`config.mk`:
```
export PLATFORM = sky130hd
export DESIGN_NAME = smj_front
export DESIGN_NICKNAME = d
export VERILOG_FILES = /design/src/rtl/smj_pkg.sv /design/src/rtl/smj_front.sv
export SDC_FILE = /design/constraint.sdc
export NUM_CORES = 1
export LEC_CHECK = 0
export BUFFER_PORTS_ARGS = -buffer_cell sky130_fd_sc_hd__buf_2
export CAP_MARGIN = 25
export CORE_ASPECT_RATIO = 1.5
export CORE_MARGIN = 2
export CORE_UTILIZATION = 35
export DETAILED_ROUTE_END_ITERATION = 10
export PLACE_DENSITY = 0.62
export SETUP_SLACK_MARGIN = 0.15
export SYNTH_ARGS = -nofsm -noshare
export SYNTH_HDL_FRONTEND = slang
export SYNTH_SLANG_ARGS = --single-unit
export TNS_END_PERCENT = 20
```
`constraint.sdc`:
```
create_clock -name clk_i -period 7.7 [get_ports clk_i]
set_input_delay 0 -clock clk_i [delete_from_list [all_inputs] [get_ports clk_i]]
set_output_delay 0 -clock clk_i [all_outputs]
set_load 0.01 [all_outputs]
```
`src/rtl/smj_pkg.sv`:
```
// Package with the shared types and constants of the sort-merge join probe.
package smj_pkg;

  localparam int unsigned S_DEPTH    = 1024;
  localparam int unsigned S_AW       = $clog2(S_DEPTH);
  localparam int unsigned FILL_W     = S_AW + 1;
  localparam int unsigned MAX_EMIT   = 64;
  localparam int unsigned EMIT_W     = $clog2(MAX_EMIT + 1);
  localparam int unsigned EB_AW      = (MAX_EMIT > 1) ? $clog2(MAX_EMIT) : 1;
  localparam int unsigned OTHER_KEYS = 2;
  localparam int unsigned CNT_W      = 11;
  localparam int unsigned IN_W       = 136;
  localparam int unsigned OUT_W      = 208;

  localparam logic CFG_OTHER_KEY_COUNT = 1'b0;
  localparam logic CFG_EMIT_PAIRS      = 1'b1;

  typedef enum logic [1:0] {
    OP_CLEAR  = 2'd0,
    OP_APPEND = 2'd1,
    OP_PROBE  = 2'd2,
    OP_NONE   = 2'd3
  } opcode_e;

  typedef enum logic [1:0] {
    ST_OK       = 2'd0,
    ST_FULL     = 2'd1,
    ST_ORDER    = 2'd2,
    ST_OVERFLOW = 2'd3
  } status_e;

  typedef struct packed {
    logic [31:0] payload;
    logic [31:0] attr_b;
    logic [31:0] attr_a;
    logic [31:0] key;
    opcode_e     opcode;
  } item_t;

  typedef struct packed {
    logic [31:0]      total_count;
    logic [CNT_W-1:0] match_count;
    logic [31:0]      s_payload;
    logic [31:0]      r_payload;
    logic [31:0]      attr_b;
    logic [31:0]      attr_a;
    logic [31:0]      join_key;
    status_e          status;
  } result_t;

  typedef struct packed {
    logic [31:0] payload;
    logic [31:0] attr_b;
    logic [31:0] attr_a;
    logic [31:0] key;
  } s_entry_t;

endpackage

```
`src/rtl/smj_front.sv`:
```
// Front end: accepts input transactions, drops unknown opcodes and queues the rest.
module smj_front import smj_pkg::*; (
  input  logic  clk_i,
  input  logic  rst_ni,
  input  logic  in_valid_i,
  output logic  in_ready_o,
  input  item_t in_item_i,
  output logic  q_valid_o,
  input  logic  q_pop_i,
  output item_t q_item_o
);

  item_t      mem_q [2];
  logic       wr_ptr_q, rd_ptr_q;
  logic [1:0] cnt_q;
  logic       push;

  assign in_ready_o = (cnt_q != 2'd2);
  assign push       = in_valid_i && in_ready_o && (in_item_i.opcode != OP_NONE);
  assign q_valid_o  = (cnt_q != 2'd0);
  assign q_item_o   = mem_q[rd_ptr_q];

  always_ff @(posedge clk_i) begin
    if (push) begin
      mem_q[wr_ptr_q] <= in_item_i;
    end
  end

  always_ff @(posedge clk_i or negedge rst_ni) begin
    if (!rst_ni) begin
      wr_ptr_q <= 1'b0;
      rd_ptr_q <= 1'b0;
      cnt_q    <= 2'd0;
    end else begin
      if (push) begin
        wr_ptr_q <= ~wr_ptr_q;
      end
      if (q_pop_i) begin
        rd_ptr_q <= ~rd_ptr_q;
      end
      cnt_q <= cnt_q + {1'b0, push} - {1'b0, q_pop_i};
    end
  end

`ifndef ASSERT_OFF
  a_cnt_range: assert property (@(posedge clk_i) disable iff (!rst_ni) cnt_q != 2'd3)
    else $error("queue count out of range");
  a_pop_nonempty: assert property (@(posedge clk_i) disable iff (!rst_ni)
    q_pop_i |-> cnt_q != 2'd0)
    else $error("pop from empty queue");
`endif

endmodule

```
After elaboration in Yosys (flattened, before gate mapping)
Memory sizes are Yosys's and may differ from the RTL's.
Cells that the tools add are included.
{"block": "classes", "shifts": 0, "reduce_logical": 3, "order_cmp": 0, "n_bitwise": 2, "n_addsub": 2, "div": 0, "muxes": 2, "mul": 0, "n_eq_ne": 2}
{"op": "!= test 2 bit, second input constant", "count": 2}
{"op": "adder 2 x 1 -> 2 bit", "count": 1}
{"op": "logical AND 1 bit", "count": 2}
{"op": "2-to-1 mux 1 bit", "count": 2}
{"op": "NOT 1 bit", "count": 2}
{"op": "nonzero test 2 bit", "count": 1}
{"op": "subtractor 2 x 1 -> 2 bit", "count": 1}
{"block": "word_totals", "memories": 1, "latch_bits": 0, "romBits": 0, "regBits": 4, "ram_bits": 260, "wordCells": 15}
{"name": "mem_q", "words": 2, "word_bits": 130, "read_ports": 1, "rd_ports_with_merged_regs": 0, "wr": 1, "line_no": "smj_front.sv:13", "source": "item_t mem_q [2];"}

Logic depth before layout (Yosys ltp)
{"block": "logic_depth", "ltp_word": 5, "depth_mapped": 6, "ltp_nobuf": 6}

Worst setup path before layout
No wires, ideal clock.
{"block": "synth_path", "path_kind": "register to register", "from": "reg cnt_q[1]", "to": "mem mem_q[0][0] (netlist bit) (enable)", "stages_incl_launch_ff": 4, "arrival_time_ns": 6.160, "path_slack_ns": 0.918, "period_less_slack_ns": 6.782, "required_ns": 7.079, "path_buffers": 0, "path_cell_list": "dfrtp_1 > nand2b_1 > nand3_1 > nor2_1"}
{"block": "synth_via", "elab_chain_cells": 5}
{"item": "from (decl)", "line_no": "smj_front.sv:15", "source": "logic [1:0] cnt_q;"}
{"item": "from (signal assigned)", "line_no": "smj_front.sv:41", "source": "cnt_q <= cnt_q + {1'b0, push} - {1'b0, q_pop_i};"}
{"item": "!= test 2 bit", "line_no": "smj_front.sv:18", "source": "assign in_ready_o = (cnt_q != 2'd2);"}
{"item": "named net in_ready_o", "line_no": "smj_front.sv:6", "source": "output logic in_ready_o,"}
{"item": "logical AND 1 bit (2 in a row)", "line_no": "smj_front.sv:19", "source": "assign push = in_valid_i && in_ready_o && (in_item_i.opcode != OP_NONE);"}
{"item": "2-to-1 mux 1 bit", "line_no": "smj_front.sv:24", "source": "if (push) begin"}
{"item": "2-to-1 mux 1 bit (not written as such)", "line_no": "smj_front.sv:25", "source": "mem_q[wr_ptr_q] <= in_item_i;"}
{"item": "to (decl)", "line_no": "smj_front.sv:13"}
The timed path passes the listed nets, and every way through them passes these cells.

Final worst setup path
{"block": "layout_path", "from": "reg cnt_q[1]", "to": "mem mem_q[1][22] (netlist bit) (enable)"}
{"block": "layout_via", "elab_chain_cells": 5}
{"item": "!= test 2 bit", "line_no": "smj_front.sv:18"}
{"item": "logical AND 1 bit (2 in a row)", "line_no": "smj_front.sv:19"}
{"item": "2-to-1 mux 1 bit", "line_no": "smj_front.sv:24"}
{"item": "2-to-1 mux 1 bit (not written as such)", "line_no": "smj_front.sv:25"}
Every way passes these cells.

==> results.toml <==
[outcome]
outcome = "complete, no violations"

[critical_path]
r2r_slack_ns = 4.66
worst_r2r_endpoint = "mem_q[1][22]$_DFFE_PP_"
worstSetupPathType = "reg -> reg"
end_kind = "register"
cp.required_ns = 7.85
critPathLaunchType = "register"
arrival_ns = 3.19
reg2regPathDepth = 5
rr_startpoint = "cnt_q[1]$_DFF_PN0_"
path_max_fanout = 67

[logic_synthesis]
synth_cell_types = 17
synthCells = 424
synthesis.area_sq_um = 9960
seq_area_frac_synth_pct = 79.4
synth_nets = 559
ys_warn_count = 0
synth_area_per_cell_sq_um = 23.5
synth_seq_cells = 264

[floorplan]
die_h_um = 211
rows = 75
core_area_sq_um = 28000
dieArea_sq_um = 29800
die_w_um = 142
io_pins = 266
start_util_pct = 35.6

[sta]
finalSetupViolCount = 0
clock_skew_ns = 0.0157
drv_slew = 0
fin_ws_ns = 4.66
max-slew-margin-rel_pct = 32.1
finalSetupTns_ns = 0
finalHoldViolations = 0
tightest_slew_ns = 1.02
whs_ns = 0.195
rsz0062_at_grt = "false"
period_needed_ns = 3.04
fmax_mhz = 329
finalCritPeriodShare_pct = 39.5

[routing]
drt_wl_total_um = 20400
vias = 5405
viasPerCell = 4.48
post_drt_wl_per_cell_um = 16.9
drtPass1Iterations = 4
postRouteAntennaNets = 0
drt_iter0_drc = 206
drc = 0

[final_layout]
nFillCells = 2337
stdcell_count = 1206
multi_input_area_sq_um = 1910
nets = 976
drive_gt1_share_pct = 51.7
ff_latch_area_sq_um = 7910
syn2layout_area_growth_pct = 39.0
antenna_cells = 0

[global_routing]
overflow = 0
grt_max_degree = 70
grt_pass1_wl_um = 30000
first_global_vias = 5780
grtUsageTotal_pct = 13.0
antenna_found_initial = 0

[place]
post-place-cells = 1026
post-dp-hpwl_um = 12300
pre_cts_slack_ns = 4.66
gp_congestion = 0.700
io_buffers = 265

[clocking]
post_cts_resized = 0
cts.clk_slew.worst_paths_ns = 0.07
clock_sinks = 264
tritoncts = "yes"
cts_root_buf = "clkbuf_16"
cts_htree_levels = 1
cts_buffer_depth = 3
insertion_delay_ns = 0.53
cts_buffers = 25

[power]
p_sw_share_pct = 27.9
peakVddDrop_v = 0.000263
powerDensity_nw_per_um2 = 337
power.switching_w = 0.00130
p_int_w = 0.00337
seqPwrFrac_pct = 42.2
comb_power_share_pct = 30.2
p_leak_nw = 5.44
p_clk_share_pct = 27.5
design_power_total_w = 0.00467

[worst_hold_path]
holdPathStages = 2
hold_class = "in -> reg"
worstHoldStart = "in_item_i[129]"
holdPathEnd = "mem_q[1][129]$_DFFE_PP_"

[run]
maxCapViolCount = 0
-- registers in the layout, indices dropped and copies added, names as in the netlist --
signal and flops:
cnt_q 2, mem_q 260, rd_ptr_q 1, wr_ptr_q 1
-- cell type report --
cell class / instances / area share, %
flip-flops and latches: 264 / 57.2
clock inverters: 19 / 1.66
well taps: 346 / 3.13
inverters: 2 / 0.0543
clock buffers: 27 / 4.58
multi-input cells: 143 / 13.8
repair buffers: 405 / 19.6
-- critical path, cell delays in order (launching register included) --
cell and delay (ns):
dfrtp_1 0.41, nand2b_1 0.15, nand3_1 0.28, nor2_4 0.16
buf_4 0.68, buf_4 0.80
-- through the flow --
| step | cell area [sq um] | utilization [%] |
|---|---|---|
| finish | 13800 | 49.5 |
| global route | 13800 | 49.5 |
| CTS | 13800 | 49.5 |
| detailed placement | 11600 | 41.6 |
| global placement | 11600 | 41.6 |
| floorplan | 9960 | - |
-- layout by cell type (no fill, tap or decap), types with 3 or more instances in the layout --
master	instances
xnor2_1	4
bufinv_16	5
dfrtp_1	3
buf_4	6
dlygate4sd3_1	134
clkinv_2	6
mux2_2	40
edfxtp_1	260
clkinv_1	4
mux2_4	90
clkbuf_16	25
buf_2	265
-- layer usage --
metal | wire, um | GRT usage, % | vias to the layer above
met5 | 0 | 0 | -
met4 | 704 | 5.59 | 0
met3 | 1170 | 2.89 | 48
met2 | 11100 | 24.8 | 194
met1 | 7450 | 13.4 | 2637
li1 | - | - | 2526
-- how the worst max path moves through the flow --
stage / to / cells past startpoint / slack, ns / startpoint
finish: mem_q[1][22]$_DFFE_PP_ / 5 / 4.66 / cnt_q[1]$_DFF_PN0_
global route: mem_q[1][20]$_DFFE_PP_ / 5 / 4.45 / cnt_q[0]$_DFF_PN0_
CTS: mem_q[1][123]$_DFFE_PP_ / 5 / 4.65 / cnt_q[1]$_DFF_PN0_
floorplan: mem_q[0][0]$_DFFE_PP_ / 3 / 0.92 / cnt_q[1]$_DFF_PN0_
global placement: mem_q[1][128]$_DFFE_PP_ / 5 / 4.69 / cnt_q[1]$_DFF_PN0_
detailed placement: mem_q[1][125]$_DFFE_PP_ / 5 / 4.66 / cnt_q[1]$_DFF_PN0_
-- repair_timing --
item	4_1_cts	5_1_grt
hold buffers	134	0
buffers inserted	0	0
hold endpoints to repair	268	0
-- cell families after synthesis --
| group | share of synthesized area [%] |
|---|---|
| DFF | 79.4 |
| xor gates and xnor gates | 0.440 |
| and+or+nand+nor | 0.289 |
| adders and majority gates | 0.126 |
| AOI/OAI and AO/OA | 0.0629 |
| buffers and inverters | 1.56 |
| muxes | 18.1 |
-- power by group through the flow --
stage                     clock [W]  combinational, W  sequential [W]
final                       0.00129           0.00141         0.00197
after global routing        0.00138           0.00151         0.00200
after CTS                   0.00132           0.00144         0.00198
after detailed placement          0           0.00138         0.00201
after global placement            0           0.00138         0.00199
after floorplan                   0          0.000971         0.00201
-- Yosys cell counts --
library cell | count | share of area (%)
nand3_1 | 1 | 0.050
nand2b_1 | 1 | 0.063
xor2_1 | 1 | 0.088
buf_8 | 1 | 0.15
mux2_4 | 90 | 14
nand2_1 | 1 | 0.038
nor2_1 | 2 | 0.075
xnor2_1 | 4 | 0.35
or2_2 | 1 | 0.063
mux2_2 | 40 | 4.5
ha_1 | 1 | 0.13
buf_2 | 4 | 0.20
dfrtp_1 | 4 | 1.0
buf_6 | 10 | 1.1
a31oi_1 | 1 | 0.063
edfxtp_1 | 260 | 78
inv_1 | 2 | 0.075
Note: power is estimated with default switching activity, not from simulation.
